### src/hc_pkg.sv
// Shared types, constants and mod-26 helpers for the 2x2 Hill cipher block.
package hc_pkg;

  localparam int unsigned LetterW = 5;
  localparam int unsigned SumW    = 11;
  localparam int unsigned QDepth  = 2;

  localparam logic [4:0] Alpha     = 5'd26;
  localparam logic [4:0] PadLetter = 5'd23;

  // Cycles that the derived key pipeline needs after a register write or reset
  localparam logic [1:0] KeySettle = 2'd3;

  // Register indexes on the configuration port
  localparam logic [2:0] RegK00     = 3'd0;
  localparam logic [2:0] RegK01     = 3'd1;
  localparam logic [2:0] RegK10     = 3'd2;
  localparam logic [2:0] RegK11     = 3'd3;
  localparam logic [2:0] RegDecrypt = 3'd4;

  typedef logic [LetterW-1:0] letter_t;

  // One letter pair waiting for the matrix product
  typedef struct packed {
    letter_t p0;
    letter_t p1;
    logic    last;
  } pair_t;

  // Matrix in use for the current mode, plus the bad-key flag
  typedef struct packed {
    letter_t e00;
    letter_t e01;
    letter_t e10;
    letter_t e11;
    logic    err;
  } key_t;

  // Reduce a 5-bit value into 0..25
  function automatic letter_t red26(input logic [4:0] v);
    letter_t r;
    if (v >= Alpha) begin
      r = v - Alpha;
    end else begin
      r = v;
    end
    return r;
  endfunction

  // Remainder mod 26 of a value below 2048, by reciprocal multiply and one fix-up
  function automatic letter_t mod26(input logic [SumW-1:0] s);
    logic [22:0]     prod;
    logic [6:0]      q;
    logic [SumW-1:0] r;
    prod = {12'd0, s} * 23'd2521;
    q    = prod[22:16];
    r    = s - SumW'({4'd0, q} * SumW'(Alpha));
    if (r >= SumW'(Alpha)) begin
      r = r - SumW'(Alpha);
    end
    return r[LetterW-1:0];
  endfunction

  // Multiplicative inverse mod 26: {ok, inverse}
  function automatic logic [5:0] inv26(input letter_t d);
    logic [5:0] r;
    case (d)
      5'd1:    r = {1'b1, 5'd1};
      5'd3:    r = {1'b1, 5'd9};
      5'd5:    r = {1'b1, 5'd21};
      5'd7:    r = {1'b1, 5'd15};
      5'd9:    r = {1'b1, 5'd3};
      5'd11:   r = {1'b1, 5'd19};
      5'd15:   r = {1'b1, 5'd7};
      5'd17:   r = {1'b1, 5'd23};
      5'd19:   r = {1'b1, 5'd11};
      5'd21:   r = {1'b1, 5'd5};
      5'd23:   r = {1'b1, 5'd17};
      5'd25:   r = {1'b1, 5'd25};
      default: r = {1'b0, 5'd0};
    endcase
    return r;
  endfunction

endpackage

### src/hc_key.sv
// Key registers on the APB port and the pipeline that derives the active matrix.
module hc_key (
  input  logic          clk_i,
  input  logic          rst_ni,
  input  logic          psel,
  input  logic          penable,
  input  logic          pwrite,
  input  logic [4:0]    paddr,
  input  logic [31:0]   pwdata,
  output logic [31:0]   prdata,
  output hc_pkg::key_t  key_o,
  output logic          busy_o
);

  logic [4:0] k00_q, k01_q, k10_q, k11_q;
  logic       dec_q;
  logic [2:0] idx;
  logic       wr_en;
  logic [1:0] settle_q, settle_d;

  // Stage A: reduced elements and determinant products
  hc_pkg::letter_t a00_q, a01_q, a10_q, a11_q;
  logic [9:0]      pa_q, pb_q;
  logic            a_dec_q;
  // Stage B: determinant inverse
  hc_pkg::letter_t b00_q, b01_q, b10_q, b11_q;
  hc_pkg::letter_t b_id_q;
  logic            b_ok_q, b_dec_q;
  hc_pkg::letter_t det_pa, det_pb, det;
  logic [5:0]      inv_res;
  // Stage C: active matrix
  hc_pkg::key_t    key_q, key_d;
  hc_pkg::letter_t neg01, neg10;

  assign idx   = paddr[4:2];
  assign wr_en = psel & penable & pwrite;

  // Write key registers
  always_ff @(posedge clk_i or negedge rst_ni) begin
    if (!rst_ni) begin
      k00_q <= 5'd9;
      k01_q <= 5'd4;
      k10_q <= 5'd5;
      k11_q <= 5'd7;
      dec_q <= 1'b0;
    end else if (wr_en) begin
      case (idx)
        hc_pkg::RegK00:     k00_q <= pwdata[4:0];
        hc_pkg::RegK01:     k01_q <= pwdata[4:0];
        hc_pkg::RegK10:     k10_q <= pwdata[4:0];
        hc_pkg::RegK11:     k11_q <= pwdata[4:0];
        hc_pkg::RegDecrypt: dec_q <= pwdata[0];
        default: ;
      endcase
    end
  end

  // Read back
  always_comb begin
    case (idx)
      hc_pkg::RegK00:     prdata = {27'd0, k00_q};
      hc_pkg::RegK01:     prdata = {27'd0, k01_q};
      hc_pkg::RegK10:     prdata = {27'd0, k10_q};
      hc_pkg::RegK11:     prdata = {27'd0, k11_q};
      hc_pkg::RegDecrypt: prdata = {31'd0, dec_q};
      default:            prdata = 32'd0;
    endcase
  end

  // Hold off items until the derived matrix has caught up
  always_comb begin
    settle_d = settle_q;
    if (wr_en) begin
      settle_d = hc_pkg::KeySettle;
    end else if (settle_q != 2'd0) begin
      settle_d = settle_q - 2'd1;
    end
  end

  always_ff @(posedge clk_i or negedge rst_ni) begin
    if (!rst_ni) begin
      settle_q <= hc_pkg::KeySettle;
    end else begin
      settle_q <= settle_d;
    end
  end

  assign busy_o = (settle_q != 2'd0);

  // Stage A
  always_ff @(posedge clk_i) begin
    a00_q   <= hc_pkg::red26(k00_q);
    a01_q   <= hc_pkg::red26(k01_q);
    a10_q   <= hc_pkg::red26(k10_q);
    a11_q   <= hc_pkg::red26(k11_q);
    pa_q    <= {5'd0, hc_pkg::red26(k00_q)} * {5'd0, hc_pkg::red26(k11_q)};
    pb_q    <= {5'd0, hc_pkg::red26(k01_q)} * {5'd0, hc_pkg::red26(k10_q)};
    a_dec_q <= dec_q;
  end

  // Determinant mod 26 and its inverse
  always_comb begin
    det_pa = hc_pkg::mod26({1'b0, pa_q});
    det_pb = hc_pkg::mod26({1'b0, pb_q});
    if (det_pa >= det_pb) begin
      det = det_pa - det_pb;
    end else begin
      det = det_pa + hc_pkg::Alpha - det_pb;
    end
    inv_res = hc_pkg::inv26(det);
  end

  // Stage B
  always_ff @(posedge clk_i) begin
    b00_q   <= a00_q;
    b01_q   <= a01_q;
    b10_q   <= a10_q;
    b11_q   <= a11_q;
    b_id_q  <= inv_res[4:0];
    b_ok_q  <= inv_res[5];
    b_dec_q <= a_dec_q;
  end

  // Pick the key or its inverse; a bad key in decrypt mode yields an all-zero matrix
  always_comb begin
    neg01 = (b01_q == 5'd0) ? 5'd0 : hc_pkg::Alpha - b01_q;
    neg10 = (b10_q == 5'd0) ? 5'd0 : hc_pkg::Alpha - b10_q;
    if (!b_dec_q) begin
      key_d = '{e00: b00_q, e01: b01_q, e10: b10_q, e11: b11_q, err: 1'b0};
    end else if (!b_ok_q) begin
      key_d = '{e00: 5'd0, e01: 5'd0, e10: 5'd0, e11: 5'd0, err: 1'b1};
    end else begin
      key_d.e00 = hc_pkg::mod26({1'b0, {5'd0, b11_q} * {5'd0, b_id_q}});
      key_d.e01 = hc_pkg::mod26({1'b0, {5'd0, neg01} * {5'd0, b_id_q}});
      key_d.e10 = hc_pkg::mod26({1'b0, {5'd0, neg10} * {5'd0, b_id_q}});
      key_d.e11 = hc_pkg::mod26({1'b0, {5'd0, b00_q} * {5'd0, b_id_q}});
      key_d.err = 1'b0;
    end
  end

  // Stage C
  always_ff @(posedge clk_i) begin
    key_q <= key_d;
  end

  assign key_o = key_q;

endmodule

### src/hc_front.sv
// Front end: accepts items, pairs letters and pads odd letters with x.
module hc_front (
  input  logic                clk_i,
  input  logic                rst_ni,
  input  logic                in_valid_i,
  output logic                in_ready_o,
  input  logic [4:0]          letter_in_i,
  input  logic                separator_i,
  input  logic                message_end_i,
  input  logic                space_i,
  input  logic                busy_i,
  output logic                push_o,
  output hc_pkg::pair_t       pair_o
);

  logic            half_valid_q, half_valid_d;
  hc_pkg::letter_t half_letter_q, half_letter_d;
  hc_pkg::letter_t letter;
  logic            accept;

  assign in_ready_o = space_i & ~busy_i;
  assign accept     = in_valid_i & in_ready_o;
  assign letter     = hc_pkg::red26(letter_in_i);

  // Classify the item and build the pair it completes
  always_comb begin
    push_o        = 1'b0;
    pair_o.p0     = half_letter_q;
    pair_o.p1     = hc_pkg::PadLetter;
    pair_o.last   = 1'b0;
    half_valid_d  = half_valid_q;
    half_letter_d = half_letter_q;
    if (accept) begin
      if (separator_i) begin
        if (half_valid_q) begin
          push_o        = 1'b1;
          half_valid_d  = 1'b0;
          half_letter_d = 5'd0;
        end
      end else if (half_valid_q) begin
        push_o        = 1'b1;
        pair_o.p1     = letter;
        half_valid_d  = 1'b0;
        half_letter_d = 5'd0;
      end else begin
        half_valid_d  = 1'b1;
        half_letter_d = letter;
      end
      if (message_end_i) begin
        if (half_valid_d && !push_o) begin
          push_o    = 1'b1;
          pair_o.p0 = half_letter_d;
          pair_o.p1 = hc_pkg::PadLetter;
        end
        half_valid_d  = 1'b0;
        half_letter_d = 5'd0;
      end
      pair_o.last = message_end_i & push_o;
    end
  end

  always_ff @(posedge clk_i or negedge rst_ni) begin
    if (!rst_ni) begin
      half_valid_q  <= 1'b0;
      half_letter_q <= 5'd0;
    end else begin
      half_valid_q  <= half_valid_d;
      half_letter_q <= half_letter_d;
    end
  end

endmodule

### src/hc_fifo.sv
// Two-entry pair queue between the front end and the back end.
module hc_fifo (
  input  logic           clk_i,
  input  logic           rst_ni,
  input  logic           push_i,
  input  hc_pkg::pair_t  push_data_i,
  output logic           space_o,
  input  logic           pop_i,
  output logic           pop_valid_o,
  output hc_pkg::pair_t  pop_data_o
);

  localparam int unsigned PtrW = $clog2(hc_pkg::QDepth);
  localparam int unsigned CntW = $clog2(hc_pkg::QDepth + 1);

  hc_pkg::pair_t   mem_q [hc_pkg::QDepth];
  logic [PtrW-1:0] wr_ptr_q, rd_ptr_q;
  logic [CntW-1:0] count_q;

  assign space_o     = (count_q != CntW'(hc_pkg::QDepth));
  assign pop_valid_o = (count_q != '0);
  assign pop_data_o  = mem_q[rd_ptr_q];

  // Store entries
  always_ff @(posedge clk_i) begin
    if (push_i) begin
      mem_q[wr_ptr_q] <= push_data_i;
    end
  end

  // Advance pointers and count
  always_ff @(posedge clk_i or negedge rst_ni) begin
    if (!rst_ni) begin
      wr_ptr_q <= '0;
      rd_ptr_q <= '0;
      count_q  <= '0;
    end else begin
      if (push_i) begin
        wr_ptr_q <= (wr_ptr_q == PtrW'(hc_pkg::QDepth - 1)) ? '0 : wr_ptr_q + 1'b1;
      end
      if (pop_i) begin
        rd_ptr_q <= (rd_ptr_q == PtrW'(hc_pkg::QDepth - 1)) ? '0 : rd_ptr_q + 1'b1;
      end
      case ({push_i, pop_i})
        2'b10:   count_q <= count_q + 1'b1;
        2'b01:   count_q <= count_q - 1'b1;
        default: count_q <= count_q;
      endcase
    end
  end

endmodule

### src/hc_back.sv
// Back end: matrix product, mod-26 reduction and letter-by-letter output.
module hc_back (
  input  logic           clk_i,
  input  logic           rst_ni,
  input  hc_pkg::key_t   key_i,
  input  logic           pop_valid_i,
  input  hc_pkg::pair_t  pop_data_i,
  output logic           pop_o,
  output logic           out_valid_o,
  input  logic           out_ready_i,
  output logic [4:0]     letter_out_o,
  output logic           pair_last_o,
  output logic           message_last_o,
  output logic           key_error_o
);

  localparam int unsigned SumW = hc_pkg::SumW;

  logic            s1_valid_q;
  logic [SumW-1:0] sum0_q, sum1_q;
  logic            s1_last_q, s1_err_q;

  logic            r_valid_q, r_phase_q;
  hc_pkg::letter_t r0_q, r1_q;
  logic            r_last_q, r_err_q;

  logic            out_valid_q;
  hc_pkg::letter_t out_letter_q;
  logic            out_pair_last_q, out_msg_last_q, out_err_q;

  logic            out_load, r_done, r_free, s2_load, s1_free;
  logic [SumW-1:0] m00, m01, m10, m11;

  // Stage handshakes
  assign out_load = r_valid_q & (~out_valid_q | out_ready_i);
  assign r_done   = out_load & r_phase_q;
  assign r_free   = ~r_valid_q | r_done;
  assign s2_load  = s1_valid_q & r_free;
  assign s1_free  = ~s1_valid_q | r_free;
  assign pop_o    = pop_valid_i & s1_free;

  // Matrix times pair
  always_comb begin
    m00 = {6'd0, key_i.e00} * {6'd0, pop_data_i.p0};
    m01 = {6'd0, key_i.e01} * {6'd0, pop_data_i.p1};
    m10 = {6'd0, key_i.e10} * {6'd0, pop_data_i.p0};
    m11 = {6'd0, key_i.e11} * {6'd0, pop_data_i.p1};
  end

  always_ff @(posedge clk_i) begin
    if (pop_o) begin
      sum0_q    <= m00 + m01;
      sum1_q    <= m10 + m11;
      s1_last_q <= pop_data_i.last;
      s1_err_q  <= key_i.err;
    end
    if (s2_load) begin
      r0_q     <= hc_pkg::mod26(sum0_q);
      r1_q     <= hc_pkg::mod26(sum1_q);
      r_last_q <= s1_last_q;
      r_err_q  <= s1_err_q;
    end
    if (out_load) begin
      out_letter_q    <= r_phase_q ? r1_q : r0_q;
      out_pair_last_q <= r_phase_q;
      out_msg_last_q  <= r_phase_q & r_last_q;
      out_err_q       <= r_err_q;
    end
  end

  // Stage valid bits and letter phase
  always_ff @(posedge clk_i or negedge rst_ni) begin
    if (!rst_ni) begin
      s1_valid_q  <= 1'b0;
      r_valid_q   <= 1'b0;
      r_phase_q   <= 1'b0;
      out_valid_q <= 1'b0;
    end else begin
      if (pop_o) begin
        s1_valid_q <= 1'b1;
      end else if (s2_load) begin
        s1_valid_q <= 1'b0;
      end
      if (s2_load) begin
        r_valid_q <= 1'b1;
        r_phase_q <= 1'b0;
      end else begin
        if (r_done) begin
          r_valid_q <= 1'b0;
        end
        if (out_load) begin
          r_phase_q <= 1'b1;
        end
      end
      if (out_load) begin
        out_valid_q <= 1'b1;
      end else if (out_ready_i) begin
        out_valid_q <= 1'b0;
      end
    end
  end

  assign out_valid_o    = out_valid_q;
  assign letter_out_o   = out_letter_q;
  assign pair_last_o    = out_pair_last_q;
  assign message_last_o = out_msg_last_q;
  assign key_error_o    = out_err_q;

endmodule

### src/hill_cipher_2x2_mod26.sv
// Top level of the 2x2 Hill cipher over a 26-letter alphabet.
//
//   channel  | handshake              | payload
//   ---------+------------------------+---------------------------------------------
//   input    | in_valid_i/in_ready_o   | letter_in_i, separator_i, message_end_i
//   output   | out_valid_o/out_ready_i | letter_out_o, pair_last_o, message_last_o,
//            |                        | key_error_o
//   config   | APB psel/penable        | paddr, pwdata, prdata (pready tied high)
//
// An item is taken whenever in_ready_o is high; each completed pair leaves as two
// letters, the second as soon as the first is taken, so the output port sets the pace.
// After the item that completes a pair is accepted, the pair passes the pair queue,
// the sum, mod-26 and output registers before its first letter shows.
// The derived key matrix settles through stages A, B and C after reset or a
// register write; input ready stays low until it has.
// The two-entry pair queue lets input go on while the output stalls, until it fills.
module hill_cipher_2x2_mod26 (
  input  logic        clk_i,
  input  logic        rst_ni,
  input  logic        in_valid_i,
  output logic        in_ready_o,
  input  logic [4:0]  letter_in_i,
  input  logic        separator_i,
  input  logic        message_end_i,
  output logic        out_valid_o,
  input  logic        out_ready_i,
  output logic [4:0]  letter_out_o,
  output logic        pair_last_o,
  output logic        message_last_o,
  output logic        key_error_o,
  input  logic        psel,
  input  logic        penable,
  input  logic        pwrite,
  input  logic [4:0]  paddr,
  input  logic [31:0] pwdata,
  output logic [31:0] prdata,
  output logic        pready
);

  hc_pkg::key_t  key;
  hc_pkg::pair_t push_pair, pop_pair;
  logic          busy, space, push, pop, pop_valid;

  assign pready = 1'b1;

  hc_key u_key (
    .clk_i   (clk_i),
    .rst_ni  (rst_ni),
    .psel    (psel),
    .penable (penable),
    .pwrite  (pwrite),
    .paddr   (paddr),
    .pwdata  (pwdata),
    .prdata  (prdata),
    .key_o   (key),
    .busy_o  (busy)
  );

  hc_front u_front (
    .clk_i         (clk_i),
    .rst_ni        (rst_ni),
    .in_valid_i    (in_valid_i),
    .in_ready_o    (in_ready_o),
    .letter_in_i   (letter_in_i),
    .separator_i   (separator_i),
    .message_end_i (message_end_i),
    .space_i       (space),
    .busy_i        (busy),
    .push_o        (push),
    .pair_o        (push_pair)
  );

  hc_fifo u_fifo (
    .clk_i       (clk_i),
    .rst_ni      (rst_ni),
    .push_i      (push),
    .push_data_i (push_pair),
    .space_o     (space),
    .pop_i       (pop),
    .pop_valid_o (pop_valid),
    .pop_data_o  (pop_pair)
  );

  hc_back u_back (
    .clk_i          (clk_i),
    .rst_ni         (rst_ni),
    .key_i          (key),
    .pop_valid_i    (pop_valid),
    .pop_data_i     (pop_pair),
    .pop_o          (pop),
    .out_valid_o    (out_valid_o),
    .out_ready_i    (out_ready_i),
    .letter_out_o   (letter_out_o),
    .pair_last_o    (pair_last_o),
    .message_last_o (message_last_o),
    .key_error_o    (key_error_o)
  );

  // Message end only ever marks the second letter of a pair
  assert property (@(posedge clk_i) disable iff (!rst_ni)
    out_valid_o && message_last_o |-> pair_last_o)
    else $error("message_last without pair_last");

  // A bad key gives zero letters
  assert property (@(posedge clk_i) disable iff (!rst_ni)
    out_valid_o && key_error_o |-> letter_out_o == 5'd0)
    else $error("nonzero letter with key error");

  // The second letter of a pair follows the first at once
  assert property (@(posedge clk_i) disable iff (!rst_ni)
    out_valid_o && out_ready_i && !pair_last_o |=> out_valid_o && pair_last_o)
    else $error("second letter of pair missing");

  // Output letters stay inside the alphabet
  assert property (@(posedge clk_i) disable iff (!rst_ni)
    out_valid_o |-> letter_out_o < 5'd26)
    else $error("letter out of range");

endmodule

### config.mk
export PLATFORM = sky130hd
export DESIGN_NAME = hill_cipher_2x2_mod26
export DESIGN_NICKNAME = d
export VERILOG_FILES = /design/src/hc_pkg.sv /design/src/hc_key.sv /design/src/hc_front.sv /design/src/hc_fifo.sv /design/src/hc_back.sv /design/src/hill_cipher_2x2_mod26.sv
export SDC_FILE = /design/constraint.sdc
export NUM_CORES = 2
export LEC_CHECK = 0
export BUFFER_PORTS_ARGS = -buffer_cell sky130_fd_sc_hd__buf_2
export CAP_MARGIN = 10
export CELL_PAD_IN_SITES_DETAIL_PLACEMENT = 0
export CELL_PAD_IN_SITES_GLOBAL_PLACEMENT = 2
export CORE_MARGIN = 2
export CORE_UTILIZATION = 35
export CTS_CLUSTER_SIZE = 40
export DETAILED_ROUTE_END_ITERATION = 8
export PLACE_DENSITY_LB_ADDON = 0.1
export RECOVER_POWER = 100
export SETUP_SLACK_MARGIN = 0.05
export SYNTH_ARGS = -nofsm -noshare
export SYNTH_HDL_FRONTEND = slang
export SYNTH_SLANG_ARGS = --single-unit
### constraint.sdc
create_clock -name clk_i -period 19.3 [get_ports clk_i]
set_input_delay 0.965 -clock clk_i [delete_from_list [all_inputs] [get_ports clk_i]]
set_output_delay 0.965 -clock clk_i [all_outputs]
set_load 0.03 [all_outputs]
# --- Yosys cells after proc, flatten, opt, wreduce, memory -nomap -nowiden ---
# Memory sizes are Yosys's and may differ from the RTL's. A register that Yosys moved wholly into a read port is not among the register bits.
# Cells that the tools add are included.
word_totals:
  reg_bits: 164
  mem_bits_rw: 22
  romBits: 192
  inputBits: 51
  out_inout_bits: 43
  wordCells: 215
  mem_count: 2
memory_table:
  columns: ["name", "words", "width", "read_ports", "rd_clocked_by_memory_dff", "wr", "line_no", "rtl"]
  rows:
  - ["(name not given)", 32, 6, 1, 1, 0, "hc_pkg.sv:67", "case (d)"]
  - ["u_fifo.mem_q", 2, 11, 1, 0, 1, "hc_fifo.sv:16", "hc_pkg::pair_t mem_q [hc_pkg::QDepth];"]
op_classes:
  addsub: 33
  mul: 26
  order_cmp: 14
  n_eq_ne: 7
  mux: 54
  bitwise: 17
  reduce_logical: 18
ops:
  columns: ["op", "count"]
  rows:
  - ["10-bit by 12-bit multiplier with 22-bit output, second input constant", 6]
  - ["5-bit 2-to-1 mux", 23]
  - ["5-bit by 5-bit multiplier with 10-bit output", 10]
  - ["11-bit by 5-bit >= comparator with 1-bit output, second input constant", 8]
  - ["10-bit by 11-bit subtractor with 11-bit output", 6]
  - ["5-bit subtractor, second input constant", 13]
  - ["6-bit by 4-bit multiplier with 10-bit output, second input constant", 6]
  - ["11-bit by 12-bit multiplier with 23-bit output, second input constant", 2]
  - ["21-bit 2-to-1 mux", 2]
  - ["5-bit >= comparator, second input constant", 5]
  - ["5-bit one-hot mux with 5 select lines", 1]
  - ["10-bit by 10-bit adder with 11-bit output", 2]
  - ["1-bit 2-to-1 mux", 22]
  - ["11-bit subtractor", 2]
  - ["7-bit by 4-bit multiplier with 10-bit output, second input constant", 2]
  - ["10-bit 2-to-1 mux", 2]
  - ["2-bit nonzero test", 8]
  - ["11-bit 2-to-1 mux", 1]
  - ["1-bit AND", 10]
  - ["5-bit zero test", 2]
  - ["2-bit AND reduction", 5]
  - ["5-bit subtractor", 2]
  - ["5-bit subtractor, first input constant", 2]
  - ["3-bit by 2-bit == test with 1-bit output, second input constant", 2]
  - ["other kinds (17)", 25]

# --- Depth between registers and ports, before layout ---
depth:
  ltp_word: 13
  depth_mapped: 57
  depth_no_buf: 56

# --- Cells and area by module ---
# Synthesis repeated with hierarchy kept, for this count alone.
unflattened:
  hier_cells: 3994
  hier_area_um2: 37966.4
by_module_without_submodules:
  columns: ["mod", "n_inst", "cells_per_inst", "area_per_inst_um2"]
  rows:
  - ["hc_key", 1, 2774, 25505.7]
  - ["hc_back", 1, 1109, 10953.0]
  - ["hc_fifo", 1, 50, 1016.0]
  - ["hc_front", 1, 59, 480.5]
  - ["hill_cipher_2x2_mod26", 1, 2, 11.3]

# --- Worst setup path before layout ---
# No wires, ideal clock.
synth_path:
  kind: "register -> register"
  from: "register u_key.b10_q[0]"
  to: "register u_key.key_q (netlist bit u_key.key_o[8])"
  setup_time_ps: 117
  arrival_time_ps: 12121
  required_time_ps: 19183
  slack_ps: 7062
  path_stages_with_launch: 52
  path_buffers: 1
  synth_period_minus_slack_ps: 12238
  path_cell_list: "dfxtp_1 > inv_1 > ha_1 > nand2_1 > or3_2 > nand3_1 > fa_1 > fa_1 > fa_1 > inv_1 > ha_1 > nand2b_1 > a21oi_1 > or2_2 > o311a_2 > inv_1 > ha_1 > inv_1 > [16 not listed] > inv_1 > fa_1 > inv_1 > ha_1 > a21oi_1 > xnor2_1 > ha_1 > clkdlybuf4s50_2 > a21o_2 > a21oi_1 > nor2_1 > mux2i_1 > nand4_1 > a2111oi_0 > nand4_1 > nor3_2 > mux2i_1 > a22o_1"
synth_rtl:
  columns: ["element", "line_no", "rtl"]
  rows:
  - ["start: declaration", "hc_key.sv:26", "hc_pkg::letter_t b00_q, b01_q, b10_q, b11_q;"]
  - ["start signal: assignment", "hc_key.sv:117", "b10_q <= a10_q;"]
  - ["end signal: assignment", "hc_key.sv:143", "key_q <= key_d;"]
  - ["end: declaration", "hc_key.sv:32", "hc_pkg::key_t key_q, key_d;"]

==> results.env <==
RESULT_OF_THE_RUN='finished with violations'
FAILING_CHECKS='max-capacitance violations, max-slew violations'
SYN-INSTANCE-COUNT=3906
STD_CELL_ROWS=119
CLOCK_TREE.ROOT_CELL='clkbuf_16'
POSTSYNTH.TOPFLOPCELL='dfxtp_1'
GRT_REMAINING_OVERFLOW=0
SYNTH_AREA_UM2=37300
WL_PER_CELL_UM=14.8
CRITICAL_PATH_PEAK_FANOUT=9
GRT_PEAK_USE_LAYER='met2'
DRT_DRC_VIOLATIONS_LEFT=0
IOS=94
DRV.MAX_CAP_VIOLATION_COUNT=1
DRT-INITIAL-DRC-COUNT=694
CRIT_PATH_DAT_NS=14.26
MAXIMUM_NUMBER_OF_PINS_ON_ONE_NET_BEFORE_GLOBAL_ROUTE_REPAIR=38
DIE_H_UM=330
SYNTH_COMPOUND_GATE_AREA_SHARE_PCT=9.91
AVGSYNTHCELLAREA_UM2=9.55
AREA_GROWTH_SYN_TO_LAYOUT_PCT=6.62
FINAL_CORE_UTILIZATION_PCT=37.7
DESIGN.DIE.AREA_UM2=109000
NNETSFINAL=5338
DR.PASS1.ITERS=5
SYNTH-SIMPLE-AREA-SHARE_PCT=8.55
TIMING.CRITICAL_PATH.FROM_TYPE='flop'
TIMING.CRITICAL_PATH.SLOWEST_CELL_DELAY_NS=0.79
SETUP_TNS_NS=0
DIE-WIDTH_UM=330
DETAIL_ROUTE_ANTENNA_NETS=0
POST_SYNTH_XOR_AREA_FRACTION_PCT=4.88
FILLERINSTANCES=10800
DETAILROUTE.VIA_COUNT=24900
CTS_HOLD_REPAIR.BUFFERS=0
CTS-ROOT-TO-SINK-BUFFERS=2
FLOORPLAN.INITIALDENSITY_PCT=35.3
PER_CELL_VIA_COUNT_IN_THE_ROUTED_DESIGN=4.63
CTS.REPAIR_TIMING.SETUP_BUFFER_COUNT=0
GRT_PASS1_VIAS=26200
FINAL_MIN_PERIOD_OVER_CLOCK_PERIOD_PCT=72.1
CTS_INSERTED_BUFFERS=17
SYNTH_FA_HA_AREA_SHARE_PCT=52.6
MAX-SLEW-MARGIN-REL_PCT=-59.3
RSZ0062_AT_GRT='false'
NUMBER_OF_ANTENNA_VIOLATIONS_AT_THE_FIRST_CHECK_IN_GLOBAL_ROUTING=4
GRTUSAGETOTAL_PCT=15.4
CTS_TREE='yes'
CRIT_PATH_FREQUENT_CELL='ha_1'
NUMPORTBUFFERS=36
SYNTHMUXAREASHARE_PCT=1.80
HOLD_CLASS='flop to flop'
YOSYS.AREA.TOP_TYPE='ha_1'
DP.FINAL_HPWL_UM=68900
LAYOUT-DRIVE-GT1-SHARE_PCT=4.20
SYNTH_TOP_CELLS_BY_COUNT='ha_1, inv_1, fa_1'
CRITICAL-PATH-SLOWEST-CELL='a2111oi_0'
PLACEABLECOREAREA_UM2=106000
CRITICAL_PATH_REQUIRED_NS=19.65
YOSYSWARNINGS=0
GLOBAL_ROUTE.USAGE.MET2_PCT=26.7
SEQ_AREA_FRAC_SYNTH_PCT=12.6
SYNTH-SEQ-CELLS=191
DRT_WL_TOTAL_UM=79600
TRITONCTS_NUM_SINKS=191
GRT_FIRST_PASS_WIRELENGTH_UM=135000
POST_SYNTH_TOP_AREA_SHARE_PCT=30.8
WORSTMARGINPINSLEW_NS=2.39
PATH_CLK_SLEW_NS=0.08
SLEW_VIOL_FINAL=38
CLOCK-SKEW-FINAL_NS=0.0192
CLOCK.FMAX_GHz=0.0719
REPORT.FINAL.HOLD_VIOL_COUNT=0
COMBINATIONAL_FAMILY_WITH_THE_MOST_AREA_AFTER_SYNTHESIS='adder cells'
NETLIST-CELL-TYPE-COUNT=100
NETLIST_TOP_CELLS_AREA='ha_1, fa_1, inv_1'
PROPORTION_OF_REGISTER_BITS_WITH_ASYNCHRONOUS_SET_OR_RESET_AFTER_SYNTHESIS_PCT=19.4
PLACED_CELLS=5336
FINAL.MIN_CLOCK_PERIOD_NS=13.91
CRITPATHCAPTURETYPE='flop'
FINISHED_LAYOUT_CELLS=5370
HTREEDEPTH=4
MOST_FREQUENT_CELL_AFTER_SYNTHESIS='ha_1'
MET1_GLOBAL_ROUTE_USAGE_PCT=21.5
POST_CTS_RESIZED=0
FIN_HOLD_WS_NS=0.330
FINAL_SETUP_VIOLATION_COUNT=0
ROUTABILITYCONGESTION=0.765
NUMBER_OF_FLOPS_MAPPED_TO_ENABLE_CELLS_BY_YOSYS=66
CRITICALPATHCATEGORY='flop to flop'
GRTUSAGEMET3_PCT=1.49
CLOCK_INSERTION_DELAY_WORST_SKEW_NS=0.47
per-layer routing:
| metal | vias to the layer above | part of all wire (%) | wire (um) |
|---|---|---|---|
| met5 | - | 0.026 | 21 |
| met4 | 4 | 0.47 | 374 |
| met3 | 28 | 1.8 | 1460 |
| met2 | 135 | 48 | 38000 |
| met1 | 11800 | 50 | 39700 |
| li1 | 12900 | - | - |
placed cells by master (no fill, tap or decap), types with 84 or more instances in the layout:
cell     count
nand2_1    192
inv_1      875
o21ai_0    100
dfxtp_1     88
nor2_1     113
ha_1       917
and2_1      84
xnor2_1    137
fa_1       405
a21oi_1    166
area by class of cell:
type                    count  area [um^2]  share of cell area (%)
diodes                      1         2.50                 0.00629
clock buffers              18          439                    1.10
clock inverters            14          175                   0.440
inverters                 877         3290                    8.28
multi-input cells        2809        29100                    73.1
flip-flops and latches    191         4680                    11.8
well taps                1391         1740                    4.38
repair buffers             69          367                   0.922
worst paths after layout:
path	startpoint	endpoint	slack (ns)	cells after the start
max	u_key.b10_q[0]	u_key.key_o[8]	5.39	49
min	u_key.a_dec_q	u_key.b_dec_q	0.33	0
max reg2reg	u_key.b10_q[0]	u_key.key_o[8]	5.39	49
min reg2reg	u_key.a_dec_q	u_key.b_dec_q	0.33	0
max in group asynchronous	rst_ni	u_front.half_letter_q[2]	16.70	1
min in group asynchronous	rst_ni	u_back.s1_valid_q	1.22	1
registers in the layout, summed over array words and instances (netlist names), 10 cells and up:
| name | flops |
|---|---|
| u_fifo.mem_q | 22 |
| u_key.key_o | 21 |
| u_back.sum0_q | 11 |
| u_back.sum1_q | 11 |
| u_key.pa_q | 10 |
| u_key.pb_q | 10 |
kinds of logic after synthesis:
logic type	count (synthesis)
adders and majority gates	1325
buffers and inverters	932
and+or+nand+nor	633
AOI/OAI and AO/OA	557
xor gates and xnor gates	208
DFF	191
muxes	58
other	2
stage by stage:
stage	area, um^2	setup WS (ns)
floorplan	37400	7.06
CTS	39800	5.59
global route	39800	4.14
global placement	39200	5.67
detailed placement	39200	5.67
finish	39800	5.39
critical path, delay by kind of cell, from the launching register on:
kind                       cells  cell delay, ns
and+or+nand+nor                9            1.47
adders and majority gates     13            5.02
AOI/OAI and AO/OA             14            3.91
muxes                          3            0.72
buffers and inverters          5            0.65
DFF                            1            0.53
xor gates and xnor gates       5            1.52
Power is left out: the tool's default activity adds up to more than one toggle a clock period on the data nets, which glitch-free logic cannot reach.
